### config.mk
export PLATFORM = sky130hd
export DESIGN_NAME = iibs_queue
export DESIGN_NICKNAME = d
export VERILOG_FILES = /design/src/iibs_pkg.sv /design/src/iibs_queue.sv
export SDC_FILE = /design/constraint.sdc
export NUM_CORES = 1
export LEC_CHECK = 0
export BUFFER_PORTS_ARGS = -buffer_cell sky130_fd_sc_hd__buf_2
export CORE_MARGIN = 2
export CORE_UTILIZATION = 52
export DETAILED_ROUTE_END_ITERATION = 10
export GPL_TIMING_DRIVEN = 0
export PLACE_DENSITY = 0.73
export SLEW_MARGIN = 20
export SYNTH_ARGS = -nofsm -noshare
export SYNTH_HDL_FRONTEND = slang
export SYNTH_SLANG_ARGS = --single-unit
### constraint.sdc
create_clock -name clk -period 10.9 [get_ports clk]
set_clock_uncertainty 0.1 [all_clocks]
set_input_delay 0.545 -clock clk [delete_from_list [all_inputs] [get_ports clk]]
set_output_delay 0.545 -clock clk [all_outputs]
set_load 0.1 [all_outputs]
### src/iibs_pkg.sv
`default_nettype none

package iibs_pkg;

	localparam int SUM_W       = 28;
	localparam int ROW_SUM_W   = 18;
	localparam int ROW_W       = 10;
	localparam int CFG_INDEX_W = 8;
	localparam int CFG_DATA_W  = 11;
	localparam int WIN_ROWS_W  = 7;
	localparam int OUT_TDATA_W = 32;

	localparam logic [CFG_INDEX_W-1:0] REG_IMAGE_WIDTH  = 8'd0;
	localparam logic [CFG_INDEX_W-1:0] REG_IMAGE_HEIGHT = 8'd1;
	localparam logic [CFG_INDEX_W-1:0] REG_WINDOW_ROWS  = 8'd2;
	localparam logic [CFG_INDEX_W-1:0] REG_WINDOW_COLS  = 8'd3;

	localparam logic [CFG_DATA_W-1:0] IMAGE_WIDTH_RESET  = 11'd1024;
	localparam logic [CFG_DATA_W-1:0] IMAGE_HEIGHT_RESET = 11'd1024;
	localparam logic [WIN_ROWS_W-1:0] WINDOW_ROWS_RESET  = 7'd1;
	localparam logic [CFG_DATA_W-1:0] WINDOW_COLS_RESET  = 11'd1;

	// last row the counter can hold
	localparam logic [ROW_W-1:0] ROW_LAST = 10'd1023;

	typedef struct packed {
		logic a_zero;     // row above is outside the frame
		logic top_zero;   // row above the box is outside the frame
		logic left_zero;  // column left of the box is outside the frame
		logic box_valid;
		logic frame_end;
	} iibs_flags_t;

endpackage

`default_nettype wire

### src/iibs_queue.sv
`default_nettype none

module iibs_queue
	import iibs_pkg::*;
#(
	parameter int DATA_W = 96,
	parameter int DEPTH  = 4,
	parameter int PTR_W  = 2
) (
	input  logic              clk,
	input  logic              arst_n,
	input  logic              push,
	input  logic [DATA_W-1:0] push_data,
	output logic              full,
	input  logic              pop,
	output logic              head_valid,
	output logic [DATA_W-1:0] head_data
);

	logic [DATA_W-1:0] entry_q [DEPTH];
	logic [PTR_W-1:0]  wr_ptr_q, rd_ptr_q;
	logic [PTR_W:0]    count_q;

	assign full       = (count_q == (PTR_W + 1)'(DEPTH));
	assign head_valid = (count_q != '0);
	assign head_data  = entry_q[rd_ptr_q];

	always_ff @(posedge clk) begin
		if (push) begin
			entry_q[wr_ptr_q] <= push_data;
		end
	end

	always_ff @(posedge clk or negedge arst_n) begin
		if (!arst_n) begin
			wr_ptr_q <= '0;
			rd_ptr_q <= '0;
			count_q  <= '0;
		end else begin
			if (push) begin
				wr_ptr_q <= (wr_ptr_q == PTR_W'(DEPTH - 1)) ? '0 : wr_ptr_q + PTR_W'(1);
			end
			if (pop) begin
				rd_ptr_q <= (rd_ptr_q == PTR_W'(DEPTH - 1)) ? '0 : rd_ptr_q + PTR_W'(1);
			end
			case ({push, pop})
				2'b10:   count_q <= count_q + (PTR_W + 1)'(1);
				2'b01:   count_q <= count_q - (PTR_W + 1)'(1);
				default: count_q <= count_q;
			endcase
		end
	end

endmodule

`default_nettype wire

==> out/metrics.yaml, run 1 <==
synth_fa_ha_area_share_pct: 0.667
syn_to_final_growth_pct: 19.8
fin_crit_ps: 3180
ys_ff_latch: 391
clk_latency_ps: 510
min-delay-start: "push_data[12]"
worst_pin_slew_ps: 717
port_buffers: 197
grt_max_degree: 41
hold_class: "input pin to register"
antenna_left: 0
synth-seq-area-share_pct: 82.1
ys_types: 21
cts_setup_buffers: 0
die-height_um: 170
synth_area_per_cell_um2: 26.4
critical_path_arrival_ps: 2530
synth_simple_gate_area_share_pct: 0.412
rsz0062_at_grt: "no"
synthCells: 541
core_um2: 27000
fin_nets: 895
antenna_found_initial: 3
synth_compound_area_share_pct: 0.105
cp-end-kind: "output pin"
drc_errors: 0
setup_tns_ps: 0
synthesis.nets: 648
cts_tree: "built"
gp_congestion: 0.741
cts_inserted_buffers: 39
synthesis.area_um2: 14300
wirelength_um: 26100
grt_pass1_vias: 6956
start_util_pct: 52.9
synth_warnings: 0
routed_via_density: 5.53
clk_pin_slew_worst_paths_ps: 60
wl_per_cell_um: 22.4
postCtsHoldBufs: 1
final_common_cell: "edfxtp_1"
worstSetupStartpointType: "register"
die_area_um2: 28800
ios: 198
setup_viol: 0
r2r-start: "wr_ptr_q[0]"
cp_max_fo: 10
track_usage_pct: 18.2
grt_pass1_wl_um: 39000
timing.final.crit_share_pct: 29.2
synth_xor_area_share_pct: 0.184
hpwl_um: 16800
slew_viol_final: 0
max_freq_mhz: 315
setup.worst_path.start: "rd_ptr_q[1]"
dr.first_iter.drc_count: 559
outcome: "finished, final reports clean"
cts_root_buf: "clkbuf_16"
synthMuxAreaShare_pct: 15.3
required_ps: 10260
worst-setup-path-type: "register to output pin"
grt-ovfl-total: 0
maxCapViolCount: 0
synth_top_family_by_area: "multiplexers"
drive_above_1_share_pct: 46.3
slew-limit-headroom_pct: 52.2
rows: 60
vias: 6416
numClockSinks: 391
layout_common_cells: "edfxtp_1 (384), buf_2 (204), mux4_2 (96), clkbuf_16 (41), clkbuf_1 (14)"
die_w_um: 170
cts.repair.resized: 0
first_pass_iters: 5
report.final.hold_viol_count: 0
cts_buffer_depth: 3
htree_levels: 2
[cells in the mapped netlist]
cell        n  area share, %
xor2_1      2           0.12
edfxtp_1  384             81
clkbuf_1    5           0.13
buf_6       2           0.16
buf_2       7           0.25
and3_1      1          0.044
nand2_1     2          0.053
fa_1        1           0.14
xnor2_1     1          0.061
mux2_2      2           0.16
mux4_2     96             15
o21ai_0     3           0.11
inv_1       6           0.16
dfrtp_1     7            1.2
nor2_1      2          0.053
ha_1        6           0.53
buf_4       6           0.32
and2_1      4           0.18
buf_8       1           0.11
or3_1       2          0.088
buf_12      1           0.14
[stage by stage]
| stage | cells | utilization (%) | instance area (um2) | hold WS [ps] | worst slack [ps] |
|---|---|---|---|---|---|
| after global placement | 1079 | 58.2 | 15700 | 280 | 5920 |
| after global routing | 1159 | 63.4 | 17100 | 129 | 7560 |
| after CTS | 1158 | 63.4 | 17100 | 123 | 7640 |
| after detailed placement | 1087 | 58.8 | 15900 | 291 | 8210 |
| final | 1161 | 63.4 | 17100 | 148 | 7720 |
| after floorplan | 541 | - | 14300 | 149 | 7490 |
[final cells by class]
type	instances	area, um2
Inverter	6	22.5
Clock buffer	50	1060
Tap cell	341	427
Buffer	22	156
Antenna cell	3	7.51
Fill cell	1797	9860
Multi-Input combinational cell	122	2390
Clock inverter	20	158
Sequential cell	391	11700
Timing Repair Buffer	206	1160
[registers in the layout, indices dropped and copies added (netlist names)]
signal and cells:
rd_ptr_q 2, wr_ptr_q 2, count_q 3, entry_q 384
[metal layers]
metal  share of wire [%]  global-route usage (%)  wire, um
met4                 2.0                    5.28       521
met3                 5.8                    4.45      1520
met2                  52                    31.1     13600
met5                   0                       0         0
met1                  40                    23.6     10500
[worst max-delay path: stages, from the launching register on]
cell,delay (ps)
dfrtp_1,340
buf_2,260
buf_2,330
buf_2,360
mux4_2,240
buf_2,460
[cells by family (layout without fill, tap and decap cells)]
kind of cell / count (synthesis) / in the layout
flip-flops: 391 / 391
multiplexers: 98 / 98
buffers and inverters: 28 / 304
AND/OR/NAND/NOR: 11 / 11
adder cells (fa/ha/maj): 7 / 7
AO/OA/AOI/OAI: 3 / 3
XOR/XNOR: 3 / 3
other: 0 / 3
[path summary, 6_finish.rpt]
| kind | endpoint | slack (ps) | cells after the start |
|---|---|---|---|
| setup reg to reg | entry_q[0][65] | 8980 | 4 |
| hold reg to reg | count_q[0] | 400 | 1 |
| max in group asynchronous | rd_ptr_q[0] | 10230 | 2 |
| hold / removal | entry_q[0][12] | 150 | 1 |
| min in group asynchronous | count_q[0] | 310 | 2 |
| setup / recovery | head_data[83] | 7720 | 5 |
Power of run 1 is left out: the tool's default activity adds up to more than one toggle a clock period on the data nets, which glitch-free logic cannot reach.
==> inputs of run 2 (changes only) <==
==> constraint.sdc (replaced) <==
create_clock -name clk -period 3.2 [get_ports clk]
set_clock_uncertainty 0.1 [all_clocks]
set_input_delay 0.16 -clock clk [delete_from_list [all_inputs] [get_ports clk]]
set_output_delay 0.16 -clock clk [all_outputs]
set_load 0.1 [all_outputs]
==> out/metrics.yaml, run 2 (synthesis gave the netlist of run 1 again) <==
outcome: "finished, final reports clean"
syn_to_final_growth_pct: 27.1
postCtsHoldBufs: 100  # +99
cts_setup_buffers: 0  # unchanged
multi_input_area_um2: 2390  # unchanged
fin_crit_ps: 2790
antenna_found_initial: 0  # -3
cts_tree: "built"
antenna_left: 0  # unchanged
report.final.hold_viol_count: 0  # unchanged
routed_via_density: 5.47  # -1.0%
grt_max_degree: 48  # +17%
port_buffers: 197  # unchanged
largest_reg_flops: 384  # unchanged
track_usage_pct: 19.3  # +1.1 points
cts_buffer_depth: 3  # unchanged
first_pass_iters: 5  # unchanged
reg_top3: "entry_q x384, count_q x3"
worstSetupStartpointType: "register"
seq_area_um2: 11700  # unchanged
wl_per_cell_um: 21.7  # -3.2%
hpwl_um: 16700  # -0.63%
die_w_um: 170  # unchanged
critical_path_arrival_ps: 2530  # about the same
layout_common_cells: "edfxtp_1 (384), buf_2 (204), dlygate4sd3_1 (100), mux4_2 (96), clkbuf_16 (41)"
required_ps: 2940  # -7320 ps
start_util_pct: 52.9  # unchanged
slew_viol_final: 0  # unchanged
cp_max_fo: 10  # unchanged
wirelength_um: 27400  # +5.1%
drive_above_1_share_pct: 41.0  # -5.2 points
clk_pin_slew_worst_paths_ps: 60  # about the same
slew-limit-headroom_pct: 53.7  # +1.5 points
worst-setup-path-type: "register to output pin"
grt_pass1_wl_um: 41800  # +7.2%
grt-ovfl-total: 0  # unchanged
cts_inserted_buffers: 40  # +2.6%
max_freq_mhz: 358
hold_class: "input pin to register"
vias: 6897  # +7.5%
die_area_um2: 28800  # unchanged
timing.final.crit_share_pct: 87.2
drc_errors: 0  # unchanged
final_common_cell: "edfxtp_1"
cts_root_buf: "clkbuf_16"
clk_latency_ps: 520  # about the same
fin_nets: 995  # +11%
setup_tns_ps: 0  # unchanged
die-height_um: 170  # unchanged
rsz0062_at_grt: "no"
setup_viol: 0  # unchanged
dr.first_iter.drc_count: 621  # +11%
gp_congestion: 0.682  # -7.9%
cts.repair.resized: 0  # unchanged
rows: 60  # unchanged
cp-end-kind: "output pin"
core_um2: 27000  # unchanged
maxCapViolCount: 0  # unchanged
htree_levels: 2  # unchanged
fillers: 1659  # -7.7%
worst_pin_slew_ps: 694  # -22.4 ps
numClockSinks: 391  # unchanged
top_register: "entry_q"
grt_pass1_vias: 7603  # +9.3%
ios: 198  # unchanged
## run 2: worst max-delay path, cell delays in order, from the launching register on
cell,delay (ps)
dfrtp_1,340
buf_2,270
buf_2,330
buf_2,350
mux4_2,260
buf_2,450
## run 2: routing by layer
layer  vias up  global-route usage [%]  part of all wire (%)
met5         -                       0                     0
met4         0                    6.80                   2.7
met3        59                    3.99                   5.8
met2       208                    34.1                    53
met1      3589                    23.9                    39
li1       3041                       -                     -
## run 2: path summary, 6_finish.rpt
check / startpoint / to / slack [ps] / cells after the start
max: rd_ptr_q[1] / head_data[80] / 410 / 5
min: push_data[31] / entry_q[3][31] / 290 / 2
max reg2reg: wr_ptr_q[0] / entry_q[2][63] / 1400 / 4
min reg2reg: count_q[2] / count_q[2] / 390 / 1
max in group asynchronous: arst_n / count_q[0] / 2240 / 3
min in group asynchronous: arst_n / rd_ptr_q[1] / 510 / 3
## run 2: through the flow
| stage | cell area [um2] | hold WS (ps) | utilization [%] | worst slack [ps] | instances |
|---|---|---|---|---|---|
| CTS | 18100 | 265 | 67.3 | 344 | 1260 |
| global route | 18100 | 287 | 67.3 | 268 | 1260 |
| global placement | 15700 | -103 | 58.2 | 7.84 | 1079 |
| finish | 18100 | 291 | 67.3 | 408 | 1261 |
| floorplan | 14300 | -236 | - | 854 | 541 |
| detailed placement | 15900 | -94.9 | 58.9 | 906 | 1087 |
## run 2: area by class of cell
| class | instances | area share (%) |
|---|---|---|
| diodes | 1 | 0.0138 |
| plain buffers | 22 | 0.862 |
| clock buffers | 58 | 6.18 |
| clock inverters | 15 | 0.690 |
| inverters | 6 | 0.124 |
| multi-input cells | 122 | 13.2 |
| flip-flops and latches | 391 | 64.6 |
| well taps | 341 | 2.35 |
| repair buffers | 305 | 12.0 |
Power of run 2 is left out for the same reason.
==> inputs of run 3 (changes only) <==
--- a/config.mk
+++ b/config.mk
@@ -5,12 +5,12 @@
 export SDC_FILE = /design/constraint.sdc
 export NUM_CORES = 1
 export LEC_CHECK = 0
-export BUFFER_PORTS_ARGS = -buffer_cell sky130_fd_sc_hd__buf_2
 export CORE_MARGIN = 2
 export CORE_UTILIZATION = 52
 export DETAILED_ROUTE_END_ITERATION = 10
+export DONT_BUFFER_PORTS = 1
 export GPL_TIMING_DRIVEN = 0
-export PLACE_DENSITY = 0.73
+export PLACE_DENSITY = 0.67
 export SLEW_MARGIN = 20
 export SYNTH_ARGS = -nofsm -noshare
 export SYNTH_HDL_FRONTEND = slang
==> constraint.sdc (replaced) <==
create_clock -name clk -period 3.5 [get_ports clk]
set_clock_uncertainty 0.1 [all_clocks]
set_input_delay 0.175 -clock clk [delete_from_list [all_inputs] [get_ports clk]]
set_output_delay 0.175 -clock clk [all_outputs]
set_load 0.1 [all_outputs]
==> out/metrics.yaml, run 3 (synthesis gave the netlist of run 1 again) <==
outcome: "finished, final reports clean"
core_um2: 27000  # unchanged
top_register: "entry_q"
hpwl_um: 15600  # -6.5%
first_pass_iters: 4  # -1
cp_max_fo: 10  # unchanged
grt_pass1_vias: 6588  # -13%
holdPathEnd: "entry_q[2][91]"
drive_above_1_share_pct: 24.9  # -16 points
setup_slack_ps: 748  # +339 ps
maxCapViolCount: 0  # unchanged
critical_path_arrival_ps: 2480  # -50 ps
rows: 60  # unchanged
hold_class: "input pin to register"
largest_reg_flops: 384  # unchanged
dr.first_iter.drc_count: 442  # -29%
critPathSlowestCell: "mux4_2"
fin_crit_ps: 2750
clk_latency_ps: 510  # about the same
rrSetupSlack_ps: 1700  # +300 ps
pre_cts_slack_ps: 1210  # +305 ps
numClockSinks: 391  # unchanged
die_area_um2: 28800  # unchanged
grt_pass1_wl_um: 38400  # -8.2%
vias: 6113  # -11%
track_usage_pct: 17.9  # -1.4 points
cp-end-kind: "output pin"
cts_buffer_depth: 3  # unchanged
start_util_pct: 52.9  # unchanged
min-delay-start: "push"
wl_per_cell_um: 23.8  # +9.8%
seq_area_um2: 11700  # unchanged
worst-setup-path-type: "register to output pin"
drc_errors: 0  # unchanged
postCtsHoldBufs: 100  # unchanged
report.final.hold_viol_count: 0  # unchanged
r2r-start: "wr_ptr_q[0]"
layout_common_cells: "edfxtp_1 (384), dlygate4sd3_1 (100), mux4_2 (96), clkbuf_16 (39), clkbuf_1 (15)"
ios: 198  # unchanged
required_ps: 3220  # +280 ps
wirelength_um: 25300  # -7.5%
setup_tns_ps: 0  # unchanged
worstSetupStartpointType: "register"
rsz0062_at_grt: "no"
cts_inserted_buffers: 39  # -2.5%
crit_chain: "buf_2 > buf_2 > buf_2 > mux4_2"
final_common_cell: "edfxtp_1"
gp_congestion: 0.723  # +6.0%
fin_nets: 797  # -20%
max_freq_mhz: 363
grt-ovfl-total: 0  # unchanged
grt_max_degree: 42  # -13%
slew-limit-headroom_pct: 35.2  # -18 points
antenna_left: 0  # unchanged
hold_path_depth: 1  # -1
antenna_found_initial: 1  # +1
setup_viol: 0  # unchanged
htree_levels: 2  # unchanged
cts_setup_buffers: 0  # unchanged
ff2ff_path_depth: 4  # unchanged
port_buffers: 0  # -100%
cts.repair.resized: 0  # unchanged
timing.final.crit_share_pct: 78.6
cts_root_buf: "clkbuf_16"
clk_pin_slew_worst_paths_ps: 60  # about the same
fillers: 1757  # +5.9%
slew_viol_final: 0  # unchanged
cpMostUsedCell: "buf_2"
die-height_um: 170  # unchanged
worst_pin_slew_ps: 975  # +281 ps
reg_top3: "entry_q x384, count_q x3"
cts_tree: "built"
slowest_delay_ps: 650  # +200 ps
multi_input_area_um2: 2390  # unchanged
routed_via_density: 5.76  # +5.2%
die_w_um: 170  # unchanged
final_util_pct: 63.8  # -3.5 points
syn_to_final_growth_pct: 20.6
r2r_end: "entry_q[0][59]"
## run 3: area by class of cell
class | instances | share of cell area (%)
sequential | 391 | 68.0
clock inverter | 22 | 1.53
clock buffer | 49 | 5.89
inverter | 6 | 0.131
buffer | 22 | 0.909
tap | 341 | 2.48
multi-input combinational | 122 | 13.9
antenna | 1 | 0.0145
timing repair buffer | 108 | 7.10
## run 3: stage by stage
stage	cells	hold WS (ps)	instance area, um2
after detailed placement	890	-220	14900
after floorplan	541	-221	14300
after CTS	1061	4.47	17200
final	1062	6.40	17200
after global placement	882	-220	14700
after global routing	1062	11.3	17200
## run 3: routing by layer
layer  global-route usage (%)  wire (um)  part of all wire, %
met1                     22.8       9860                   39
met2                     30.3      13000                   51
met3                     4.59       1740                  6.9
met4                     6.09        716                  2.8
met5                        0          0                    0
## run 3: how the worst max path moves through the flow
stage,slack (ps),end,from,depth (start not counted)
after detailed placement,1210,head_data[83],rd_ptr_q[1],4
final,750,head_data[83],rd_ptr_q[1],4
after CTS,650,head_data[83],rd_ptr_q[1],4
after global placement,-1480,entry_q[0][61],wr_ptr_q[0],3
after floorplan,90,entry_q[0][0],wr_ptr_q[0],3
after global routing,600,head_data[83],rd_ptr_q[1],4
## run 3: critical path, delay by kind of cell (launching register included)
| kind | cells | cell delay [ps] |
|---|---|---|
| flip-flops | 1 | 340 |
| buffers and inverters | 3 | 950 |
| multiplexers | 1 | 650 |
Power of run 3 is left out for the same reason.
