--- config.mk ---
export PLATFORM = sky130hd
export DESIGN_NAME = iibs_front
export DESIGN_NICKNAME = d
export VERILOG_FILES = /design/src/iibs_pkg.sv /design/src/iibs_front.sv
export SDC_FILE = /design/constraint.sdc
export NUM_CORES = 1
export LEC_CHECK = 0
export ABC_AREA = 1
export BUFFER_PORTS_ARGS = -buffer_cell sky130_fd_sc_hd__clkbuf_2
export CAP_MARGIN = 20
export CORE_ASPECT_RATIO = 1.2
export CORE_UTILIZATION = 57
export CTS_CLUSTER_SIZE = 24
export DETAILED_ROUTE_END_ITERATION = 10
export GPL_TIMING_DRIVEN = 1
export PLACE_DENSITY = 0.92
export SLEW_MARGIN = 20
export SYNTH_ARGS = -nofsm -noshare
export SYNTH_HDL_FRONTEND = slang
export SYNTH_SLANG_ARGS = --single-unit
export TNS_END_PERCENT = 5
--- constraint.sdc ---
create_clock -name clk -period 3.72 [get_ports clk]
set_clock_uncertainty 0.1 [all_clocks]
set_input_delay 0.558 -clock clk [delete_from_list [all_inputs] [get_ports clk]]
set_output_delay 0.558 -clock clk [all_outputs]
set_load 0.02 [all_outputs]
--- src/iibs_pkg.sv ---
`default_nettype none

package iibs_pkg;

	localparam int SUM_W       = 28;
	localparam int ROW_SUM_W   = 18;
	localparam int ROW_W       = 10;
	localparam int CFG_INDEX_W = 8;
	localparam int CFG_DATA_W  = 11;
	localparam int WIN_ROWS_W  = 7;
	localparam int OUT_TDATA_W = 32;

	localparam logic [CFG_INDEX_W-1:0] REG_IMAGE_WIDTH  = 8'd0;
	localparam logic [CFG_INDEX_W-1:0] REG_IMAGE_HEIGHT = 8'd1;
	localparam logic [CFG_INDEX_W-1:0] REG_WINDOW_ROWS  = 8'd2;
	localparam logic [CFG_INDEX_W-1:0] REG_WINDOW_COLS  = 8'd3;

	localparam logic [CFG_DATA_W-1:0] IMAGE_WIDTH_RESET  = 11'd1024;
	localparam logic [CFG_DATA_W-1:0] IMAGE_HEIGHT_RESET = 11'd1024;
	localparam logic [WIN_ROWS_W-1:0] WINDOW_ROWS_RESET  = 7'd1;
	localparam logic [CFG_DATA_W-1:0] WINDOW_COLS_RESET  = 11'd1;

	// last row the counter can hold
	localparam logic [ROW_W-1:0] ROW_LAST = 10'd1023;

	typedef struct packed {
		logic a_zero;     // row above is outside the frame
		logic top_zero;   // row above the box is outside the frame
		logic left_zero;  // column left of the box is outside the frame
		logic box_valid;
		logic frame_end;
	} iibs_flags_t;

endpackage

`default_nettype wire

--- src/iibs_front.sv ---
`default_nettype none

module iibs_front
	import iibs_pkg::*;
#(
	parameter int MAX_WIDTH       = 1024,
	parameter int MAX_WINDOW_ROWS = 64,
	parameter int PIXEL_BITS      = 8,
	parameter int COL_W           = 10,
	parameter int SLOT_W          = 7
) (
	input  logic                       clk,
	input  logic                       arst_n,
	input  logic                       cfg_valid,
	output logic                       cfg_ready,
	input  logic [CFG_INDEX_W-1:0]     cfg_index,
	input  logic [CFG_DATA_W-1:0]      cfg_data,
	input  logic                       pixel_valid,
	output logic                       pixel_ready,
	input  logic [PIXEL_BITS-1:0]      pixel,
	input  logic                       q_full,
	output logic                       q_push,
	output iibs_flags_t                item_flags,
	output logic [ROW_SUM_W-1:0]       item_row_sum,
	output logic [SLOT_W+COL_W-1:0]    addr_w,
	output logic [SLOT_W+COL_W-1:0]    addr_a,
	output logic [SLOT_W+COL_W-1:0]    addr_b,
	output logic [SLOT_W+COL_W-1:0]    addr_c,
	output logic [SLOT_W+COL_W-1:0]    addr_d
);

	localparam int LINES  = MAX_WINDOW_ROWS + 1;
	localparam int CMP_W  = (COL_W + 1 > CFG_DATA_W) ? COL_W + 1 : CFG_DATA_W;
	localparam int RCMP_W = ((ROW_W > SLOT_W) ? ROW_W : SLOT_W) + 1;

	logic [CFG_DATA_W-1:0] img_w_q;
	logic [CFG_DATA_W-1:0] img_h_q;
	logic [WIN_ROWS_W-1:0] win_rows_q;
	logic [CFG_DATA_W-1:0] win_cols_q;

	logic [COL_W-1:0]     col_q;
	logic [ROW_W-1:0]     row_q;
	logic [SLOT_W-1:0]    slot_q;
	logic [ROW_SUM_W-1:0] row_sum_q;

	logic [SLOT_W-1:0]     wr_eff;
	logic [CFG_DATA_W-1:0] wc_eff;
	logic [CMP_W-1:0]      col_x, col_inc, wc_x, col_diff;
	logic [RCMP_W-1:0]     row_x, row_inc, wr_x;
	logic [SLOT_W:0]       slot_diff;
	logic [SLOT_W-1:0]     slot_prev, slot_top;
	logic [COL_W-1:0]      col_left;
	logic                  last_col, last_row;

	assign cfg_ready = 1'b1;

	always_ff @(posedge clk or negedge arst_n) begin
		if (!arst_n) begin
			img_w_q    <= IMAGE_WIDTH_RESET;
			img_h_q    <= IMAGE_HEIGHT_RESET;
			win_rows_q <= WINDOW_ROWS_RESET;
			win_cols_q <= WINDOW_COLS_RESET;
		end else if (cfg_valid) begin
			unique case (cfg_index)
				REG_IMAGE_WIDTH:  img_w_q    <= cfg_data;
				REG_IMAGE_HEIGHT: img_h_q    <= cfg_data;
				REG_WINDOW_ROWS:  win_rows_q <= cfg_data[WIN_ROWS_W-1:0];
				REG_WINDOW_COLS:  win_cols_q <= cfg_data;
				default: ;
			endcase
		end
	end

	always_comb begin
		if (win_rows_q == '0) begin
			wr_eff = SLOT_W'(1);
		end else if (int'(win_rows_q) > MAX_WINDOW_ROWS) begin
			wr_eff = SLOT_W'(MAX_WINDOW_ROWS);
		end else begin
			wr_eff = SLOT_W'(win_rows_q);
		end
	end

	assign wc_eff = (win_cols_q == '0) ? CFG_DATA_W'(1) : win_cols_q;

	assign col_x    = CMP_W'(col_q);
	assign col_inc  = col_x + CMP_W'(1);
	assign wc_x     = CMP_W'(wc_eff);
	assign col_diff = col_x - wc_x;
	assign col_left = col_diff[COL_W-1:0];

	assign row_x   = RCMP_W'(row_q);
	assign row_inc = row_x + RCMP_W'(1);
	assign wr_x    = RCMP_W'(wr_eff);

	// width or height past the limit ends row or frame at the limit anyway
	assign last_col = (col_inc >= CMP_W'(img_w_q)) || (col_q == COL_W'(MAX_WIDTH - 1));
	assign last_row = (row_inc >= RCMP_W'(img_h_q)) || (row_q == ROW_LAST);

	assign slot_prev = (slot_q == '0) ? SLOT_W'(LINES - 1) : slot_q - SLOT_W'(1);
	assign slot_diff = {1'b0, slot_q} - {1'b0, wr_eff};
	// wrap round the circular line store
	assign slot_top  = slot_diff[SLOT_W] ? slot_diff[SLOT_W-1:0] + SLOT_W'(LINES)
		: slot_diff[SLOT_W-1:0];

	assign item_flags.a_zero    = (row_q == '0);
	assign item_flags.top_zero  = (row_x < wr_x);
	assign item_flags.left_zero = (col_x < wc_x);
	assign item_flags.box_valid = (row_inc >= wr_x) && (col_inc >= wc_x);
	assign item_flags.frame_end = last_col && last_row;

	assign item_row_sum = row_sum_q + ROW_SUM_W'(pixel);

	assign addr_w = {slot_q, col_q};
	assign addr_a = {slot_prev, col_q};
	assign addr_b = {slot_top, col_q};
	assign addr_c = {slot_q, col_left};
	assign addr_d = {slot_top, col_left};

	assign pixel_ready = !q_full;
	assign q_push      = pixel_valid && !q_full;

	always_ff @(posedge clk or negedge arst_n) begin
		if (!arst_n) begin
			col_q     <= '0;
			row_q     <= '0;
			slot_q    <= '0;
			row_sum_q <= '0;
		end else if (q_push) begin
			if (last_col) begin
				col_q     <= '0;
				row_sum_q <= '0;
				if (last_row) begin
					row_q  <= '0;
					slot_q <= '0;
				end else begin
					row_q  <= row_q + ROW_W'(1);
					slot_q <= (slot_q == SLOT_W'(LINES - 1)) ? '0 : slot_q + SLOT_W'(1);
				end
			end else begin
				col_q     <= col_q + COL_W'(1);
				row_sum_q <= item_row_sum;
			end
		end
	end

endmodule

`default_nettype wire

==> impl_metrics.env, run 1 <==
export IMPL_synth_area_in_compound_gates_pct=10.8
export IMPL_total_switching_power_mw=2.84
export IMPL_power_density_cell_area_mw_per_mm2=679
export IMPL_clk_root_buffer_cell="sky130_fd_sc_hd__clkbuf_16"
export IMPL_vdd_ir_drop_worst_mv=0.683
export IMPL_fin_nets=1215
export IMPL_htree_levels=3
export IMPL_antenna_cells=0
export IMPL_floorplan_die_width_um=106
export IMPL_layout_cells_non_filler=1269
export IMPL_die_h_um=126
export IMPL_status="complete, no violations"
export IMPL_synthXorXnorAreaFrac_pct=4.90
export IMPL_crit_path_max_fanout=3
export IMPL_setup_viol_count_final=0
export IMPL_intPower_mw=2.71
export IMPL_post_synth_cell_types=52
export IMPL_start_kind="register"
export IMPL_cts_sink_count=85
export IMPL_place_inst=1249
export IMPL_drc_markers=0
export IMPL_wire_length_of_the_first_global_routing_pass_um=29000
export IMPL_finalHoldViolCount=0
export IMPL_worstPathArrival_ns=2.92
export IMPL_coreArea_mm2=0.0126
export IMPL_numPortBuffers=141
export IMPL_row_count=45
export IMPL_power_share_of_the_clock_group_pct=15.5
export IMPL_antenna_found_initial=0
export IMPL_synth_ff_type="sky130_fd_sc_hd__dfrtp_1"
export IMPL_number_of_maximum_capacitance_constraint_violations=0
export IMPL_synth_async_reset_ratio_pct=100
export IMPL_clk_latency_ns=0.34
export IMPL_synth_top_family_by_area="simple AND/OR/NAND/NOR gates"
export IMPL_pwr_share_comb_pct=64.2
export IMPL_detail_route_iter0_violations=416
export IMPL_ys_ff_latch=85
export IMPL_synthToLayoutAreaGrowth_pct=11.5
export IMPL_floorplan_initialDensity_pct=58.1
export IMPL_clock_fmax_mhz=280
export IMPL_number_of_synthesized_flops_with_an_enable_pin=0
export IMPL_tritoncts_clock_tree="built"
export IMPL_place_hpwl_um=13400
export IMPL_grt_use_total_pct=27.1
export IMPL_power_switching_fraction_pct=51.2
export IMPL_seqPwrFrac_pct=20.4
export IMPL_postSynthAreaPerCell_um2=7.30
export IMPL_tightest_slew_ns=0.767
export IMPL_fillers=1111
export IMPL_vias=6835
export IMPL_cts_made_buffers=9
export IMPL_endpoint_kind_of_the_worst_setup_timing_path="primary output"
export IMPL_viasPerCell=5.39
export IMPL_gpl_final_weighted_congestion=0.938
export IMPL_post_route_cells_drive_above_1_share_pct=20.0
export IMPL_globalRoute_totalOverflow=0
export IMPL_yosysWarnings=0
export IMPL_wl_per_cell_um=14.0
export IMPL_critPathKind="register to primary output"
export IMPL_first_global_vias=6431
export IMPL_die_area_mm2=0.0133
export IMPL_required_time_reported_for_the_critical_path_endpoint_ns=3.06
export IMPL_syn_area_mm2=0.00733
export IMPL_post_synth_fa_ha_maj_area_fraction_pct=14.6
export IMPL_final_period_minus_worst_setup_slack_ns=3.58
export IMPL_postRouteWirelength_um=17700
export IMPL_final_worst_setup_slack_ns=0.144
export IMPL_drt_antenna_violating_nets=0
export IMPL_post_synth_mux_area_share_pct=0.154
export IMPL_synth_yosys_seq_area_share_pct=29.1
export IMPL_yosys_area_share_simple_pct=26.6
export IMPL_post_synth_inst_count=1004
export IMPL_final_cycle_share_pct=96.1
export IMPL_power_leakage_nw=4.56
export IMPL_grt_setup_unrepaired="yes"
export IMPL_pre_cts_ws_ns=0.405
export IMPL_clock_tree_buffer_depth=2
export IMPL_timing_max_transition_violations_final=0
export IMPL_cts_reportedPaths_clkPinSlew_ns=0.06
export IMPL_detailedRoute_firstPassIterationCount=5
export IMPL_slew_headroom_pct=48.9
export IMPL_postSynthNetCount=1119
export IMPL_design_portCount=143
export IMPL_largest_net_degree_at_the_start_of_global_routing=84
export IMPL_holdCritPathClass="primary input to asynchronous set/reset pin"
==> cells by family after synthesis <==
group	Yosys count
multiplexers	1
AND/OR/NAND/NOR	447
other	1
buffers and inverters	210
adder cells (fa/ha/maj)	84
flip-flops	85
XOR/XNOR	41
AO/OA/AOI/OAI	135
==> cell type report <==
type	count	area (um^2)	area share (%)
Clock buffer	11	243	2.97
Clock inverter	5	35.0	0.429
Inverter	143	541	6.61
Multi-Input combinational cell	709	4210	51.5
Sequential cell	85	2140	26.2
Tap cell	164	205	2.51
Timing Repair Buffer	152	800	9.78
==> flip-flops by register name, indices dropped and copies added, names as in the netlist <==
signal,cells
win_rows_q,7
col_q,10
win_cols_q,11
row_sum_q,18
slot_q,7
row_q,10
img_h_q,11
img_w_q,11
==> metrics by stage <==
stage / instance area (um^2) / power [mW] / hold WS [ns] / TNS (ns) / utilization, %
3_3_place_gp: 7820 / 4.55 / 0.365 / 0 / 62.0
3_5_place_dp: 7820 / 4.62 / 0.374 / 0 / 62.0
4_1_cts: 8100 / 5.50 / 0.343 / 0 / 64.2
5_1_grt: 8170 / 5.93 / 0.219 / -0.0788 / 64.8
6_report: 8170 / 5.55 / 0.162 / 0 / 64.8
2_1_floorplan: 7330 / 3.94 / 0.162 / 0 / -
==> per-layer routing <==
metal	track usage (%)	wire [um]	up-vias
li1	-	-	3381
met1	31.1	7130	3179
met2	49.6	9280	239
met3	4.66	968	36
met4	11.3	354	0
met5	0	0	-
==> what timing repair did <==
action / in CTS / in global routing
endpoints found under the setup margin: 0 / 16
setup buffers: 0 / 4
hold buffers: 0 / 0
resized for setup: 0 / 21
==> worst max-delay path, cell delays in order (launching register included) <==
cell and delay, ns:
sky130_fd_sc_hd__dfstp_2 0.55, sky130_fd_sc_hd__nor2_1 0.05, sky130_fd_sc_hd__and3_1 0.15, sky130_fd_sc_hd__maj3_2 0.33, sky130_fd_sc_hd__ha_1 0.20, sky130_fd_sc_hd__inv_2 0.07
sky130_fd_sc_hd__fa_1 0.46, sky130_fd_sc_hd__ha_2 0.20, sky130_fd_sc_hd__inv_1 0.05, sky130_fd_sc_hd__nor2_1 0.05, sky130_fd_sc_hd__nand3_1 0.10, sky130_fd_sc_hd__nand3_1 0.09
sky130_fd_sc_hd__nand2_1 0.08, sky130_fd_sc_hd__inv_1 0.05, sky130_fd_sc_hd__buf_4 0.15
==> cell usage after synthesis, types with 2 or more instances <==
master	n	area, um^2
sky130_fd_sc_hd__nand4_1	30	188
sky130_fd_sc_hd__buf_6	3	33.8
sky130_fd_sc_hd__a21oi_1	36	180
sky130_fd_sc_hd__a31oi_1	3	18.8
sky130_fd_sc_hd__xor2_1	31	272
sky130_fd_sc_hd__nand3b_1	2	15.0
sky130_fd_sc_hd__o21ai_0	59	295
sky130_fd_sc_hd__ha_1	80	1000
sky130_fd_sc_hd__nand2_2	3	18.8
sky130_fd_sc_hd__buf_2	8	40.0
sky130_fd_sc_hd__o21a_1	4	30.0
sky130_fd_sc_hd__clkbuf_1	9	33.8
sky130_fd_sc_hd__or2_2	3	18.8
sky130_fd_sc_hd__dfstp_2	4	105
sky130_fd_sc_hd__a211oi_1	2	15.0
sky130_fd_sc_hd__buf_4	45	338
sky130_fd_sc_hd__xnor2_1	10	87.6
sky130_fd_sc_hd__dfrtp_1	81	2030
sky130_fd_sc_hd__nand4_2	2	25.0
sky130_fd_sc_hd__nor2_1	56	210
sky130_fd_sc_hd__nand3_1	36	180
sky130_fd_sc_hd__fa_1	3	60.1
sky130_fd_sc_hd__nand2_1	289	1080
sky130_fd_sc_hd__nor3_1	7	35.0
sky130_fd_sc_hd__nor2_4	4	45.0
sky130_fd_sc_hd__inv_1	143	537
sky130_fd_sc_hd__o21ai_2	14	123
sky130_fd_sc_hd__and3_1	2	12.5
sky130_fd_sc_hd__o21ai_1	6	30.0
sky130_fd_sc_hd__a21o_1	3	22.5
sky130_fd_sc_hd__nor4_1	5	31.3
==> final timing paths <==
path	startpoint	end	slack, ns	depth (start not counted)
worst max-delay path	win_rows_q[0]	addr_b[16]	0.14	14
worst min-delay path	arst_n	slot_q[0]	0.16	1
worst max register to register	col_q[0]	row_sum_q[10]	0.71	17
worst min register to register	img_h_q[6]	img_h_q[6]	0.39	2
max in group asynchronous	arst_n	col_q[8]	2.79	1
min in group clk	img_h_q[6]	img_h_q[6]	0.39	2
==> cells in the final DEF (no fill, tap or decap), types with 3 or more instances in the layout <==
| cell | synthesis | final |
|---|---|---|
| sky130_fd_sc_hd__xor2_1 | 31 | 29 |
| sky130_fd_sc_hd__o21ai_1 | 6 | 7 |
| sky130_fd_sc_hd__o21ai_2 | 14 | 14 |
| sky130_fd_sc_hd__nor4_1 | 5 | 5 |
| sky130_fd_sc_hd__a31oi_1 | 3 | 3 |
| sky130_fd_sc_hd__nand2_2 | 3 | 3 |
| sky130_fd_sc_hd__clkbuf_16 | 0 | 9 |
| sky130_fd_sc_hd__dfstp_2 | 4 | 4 |
| sky130_fd_sc_hd__ha_1 | 80 | 79 |
| sky130_fd_sc_hd__clkbuf_2 | 0 | 137 |
| sky130_fd_sc_hd__a21o_1 | 3 | 3 |
| sky130_fd_sc_hd__nand2_1 | 289 | 289 |
| sky130_fd_sc_hd__a21oi_1 | 36 | 35 |
| sky130_fd_sc_hd__or2_2 | 3 | 3 |
| sky130_fd_sc_hd__fa_1 | 3 | 3 |
| sky130_fd_sc_hd__dfrtp_1 | 81 | 74 |
| sky130_fd_sc_hd__nor2_1 | 56 | 55 |
| sky130_fd_sc_hd__nand3_1 | 36 | 36 |
| sky130_fd_sc_hd__buf_4 | 45 | 13 |
| sky130_fd_sc_hd__nand4_1 | 30 | 30 |
| sky130_fd_sc_hd__nor2_4 | 4 | 4 |
| sky130_fd_sc_hd__o21a_1 | 4 | 4 |
| sky130_fd_sc_hd__dfrtp_2 | 0 | 7 |
| sky130_fd_sc_hd__nor3_1 | 7 | 7 |
| sky130_fd_sc_hd__xnor2_1 | 10 | 10 |
| sky130_fd_sc_hd__inv_1 | 143 | 141 |
| sky130_fd_sc_hd__o21ai_0 | 59 | 58 |
==> power groups by stage <==
stage | Clock, mW | Combinational [mW] | Sequential (mW)
2_1_floorplan | 0 | 2.80 | 1.15
3_3_place_gp | 0 | 3.40 | 1.14
3_5_place_dp | 0 | 3.48 | 1.15
4_1_cts | 0.872 | 3.49 | 1.13
5_1_grt | 0.905 | 3.88 | 1.14
6_report | 0.858 | 3.56 | 1.13
No activity file was read; power rests on OpenSTA's default activity.
==> inputs of run 2 (changes only) <==
--- a/config.mk
+++ b/config.mk
@@ -13,7 +13,7 @@
 export CTS_CLUSTER_SIZE = 24
 export DETAILED_ROUTE_END_ITERATION = 10
 export GPL_TIMING_DRIVEN = 1
-export PLACE_DENSITY = 0.92
+export PLACE_DENSITY = 0.84
 export SLEW_MARGIN = 20
 export SYNTH_ARGS = -nofsm -noshare
 export SYNTH_HDL_FRONTEND = slang
==> impl_metrics.env, run 2 (synthesis results as in run 1) <==
export IMPL_status="complete, no violations"
export IMPL_critical_path_slowest_cell="sky130_fd_sc_hd__dfstp_2"
export IMPL_timing_max_transition_violations_final=0
export IMPL_endpoint_kind_of_the_worst_setup_timing_path="primary output"
export IMPL_first_global_vias=6289
export IMPL_largest_register_ffs=18
export IMPL_crit_path_cell_trace="nor2_1 -> and3_1 -> maj3_2 -> ha_1 -> inv_2 -> fa_2 -> ha_2 -> inv_1 -> nor2_1 -> nand3_1 -> nand2_1 -> nand2_1 -> nand2_1 -> inv_1 -> buf_4"
export IMPL_wire_length_of_the_first_global_routing_pass_um=29300
export IMPL_gpl_final_weighted_congestion=0.875
export IMPL_grt_setup_unrepaired="yes"
export IMPL_critical_path_max_stage_delay_ns=0.55
export IMPL_final_common_cell="sky130_fd_sc_hd__nand2_1"
export IMPL_die_h_um=126
export IMPL_antenna_found_initial=0
export IMPL_floorplan_die_width_um=106
export IMPL_clock_tree_buffer_depth=2
export IMPL_worstReg2RegEnd="row_sum_q[5]"
export IMPL_tritoncts_clock_tree="built"
export IMPL_vias=6761
export IMPL_start_kind="register"
export IMPL_holdCritPathClass="primary input to asynchronous set/reset pin"
export IMPL_setup_viol_count_final=0
export IMPL_rrSetupSlack_ns=0.81
export IMPL_detailedRoute_firstPassIterationCount=5
export IMPL_final_cycle_share_pct=95.1
export IMPL_final_period_minus_worst_setup_slack_ns=3.54
export IMPL_drc_markers=0
export IMPL_post_route_cells_drive_above_1_share_pct=20.4
export IMPL_cts_sink_count=85
export IMPL_cts_made_buffers=9
export IMPL_fin_nets=1215
export IMPL_tightest_slew_ns=0.655
export IMPL_grt_use_total_pct=27.0
export IMPL_htree_levels=3
export IMPL_p_total_mw=5.58
export IMPL_floorplan_initialDensity_pct=58.1
export IMPL_mostFrequentLayoutCells="sky130_fd_sc_hd__nand2_1, sky130_fd_sc_hd__inv_1, sky130_fd_sc_hd__clkbuf_2, sky130_fd_sc_hd__ha_1, sky130_fd_sc_hd__dfrtp_1"
export IMPL_clock_fmax_mhz=283
export IMPL_coreArea_mm2=0.0126
export IMPL_detail_route_iter0_violations=374
export IMPL_layout_cells_non_filler=1269
export IMPL_sequential_cell_area_mm2=0.00214
export IMPL_row_count=45
export IMPL_postRouteWirelength_um=17500
export IMPL_cpMostUsedCell="sky130_fd_sc_hd__nand2_1"
export IMPL_fillers=1121
export IMPL_globalRoute_totalOverflow=0
export IMPL_place_inst=1251
export IMPL_slew_headroom_pct=56.4
export IMPL_crit_path_max_fanout=3
export IMPL_vdd_ir_drop_worst_mv=0.895
export IMPL_design_portCount=143
export IMPL_critPathKind="register to primary output"
export IMPL_worstSetupStartpoint="win_rows_q[0]"
export IMPL_power_leakage_nw=4.56
export IMPL_critical_path_reg2reg_startpoint="col_q[0]"
export IMPL_die_area_mm2=0.0133
export IMPL_worst_r2r_path_depth=17
export IMPL_register_with_the_most_flip_flops="row_sum_q"
export IMPL_clk_root_buffer_cell="sky130_fd_sc_hd__clkbuf_16"
export IMPL_worstPathArrival_ns=2.88
export IMPL_clk_latency_ns=0.34
export IMPL_synthToLayoutAreaGrowth_pct=11.8
export IMPL_cts_reportedPaths_clkPinSlew_ns=0.07
export IMPL_drt_antenna_violating_nets=0
export IMPL_required_time_reported_for_the_critical_path_endpoint_ns=3.06
export IMPL_power_density_cell_area_mw_per_mm2=681
export IMPL_place_hpwl_um=13200
export IMPL_wl_per_cell_um=13.8
export IMPL_cts_hold_buffers_added=0
export IMPL_largest_net_degree_at_the_start_of_global_routing=49
export IMPL_multi_input_gate_area_in_the_final_layout_mm2=0.00423
export IMPL_antenna_cells=0
export IMPL_number_of_maximum_capacitance_constraint_violations=0
export IMPL_fin_tns_setup_ns=0
export IMPL_finalHoldViolCount=0
export IMPL_numPortBuffers=141
export IMPL_viasPerCell=5.33
-- run 2: cell types whose count changed in the layout (fill, tap and decap cells not counted), sizes merged --
cell	before	now
buf	15	17
inv	143	144
clkbuf	148	145
-- run 2: repair_timing --
action,CTS,global route
setup endpoints to repair,0,14
endpoints found under the hold margin,0,0
setup buffers,0,2
gates resized for setup,0,29
-- run 2: how the worst max path moves through the flow --
stage | to
after floorplan | addr_d[15]
after global placement | addr_b[16]
after detailed placement | item_flags[0]
after CTS | item_flags[0]
after global routing | item_flags[0]
final | addr_b[16]
-- run 2: through the flow --
stage / instance area (um^2) / hold slack (ns) / setup WS (ns) / util (%)
final: 8200 / 0.136 / 0.181 / 65.0
after global routing: 8200 / 0.173 / -0.0694 / 65.0
after CTS: 8120 / 0.158 / 0.0384 / 64.4
after detailed placement: 7830 / 0.366 / 0.407 / 62.1
after global placement: 7830 / 0.363 / 0.451 / 62.1
after floorplan: 7330 / 0.162 / 0.313 / -
-- run 2: cell type report --
cell class / instances / share of cell area (%)
Clock buffer: 10 / 2.91
Clock inverter: 6 / 0.565
Inverter: 143 / 6.55
Tap cell: 164 / 2.50
Sequential cell: 85 / 26.1
Multi-Input combinational cell: 709 / 51.6
Timing Repair Buffer: 152 / 9.80
-- run 2: per-layer routing --
metal | part of all wire (%) | GRT usage [%] | vias to the layer above
li1 | - | - | 3373
met1 | 42 | 34.1 | 3155
met2 | 49 | 47.2 | 199
met3 | 5.4 | 3.26 | 34
met4 | 2.7 | 10.1 | 0
met5 | 0 | 0 | -
-- run 2: power breakdown --
part,internal [mW],leakage [nW],switching (mW)
logic,1.24,3.28,2.35
clock network,0.474,0.135,0.389
registers,1.02,1.14,0.106
-- run 2: critical path, delay by kind of cell (launching register included) --
family        cells  cell delay, ns
fa+ha+maj         4            1.18
flops             1            0.55
simple gates      7            0.49
buf+inv           4            0.32
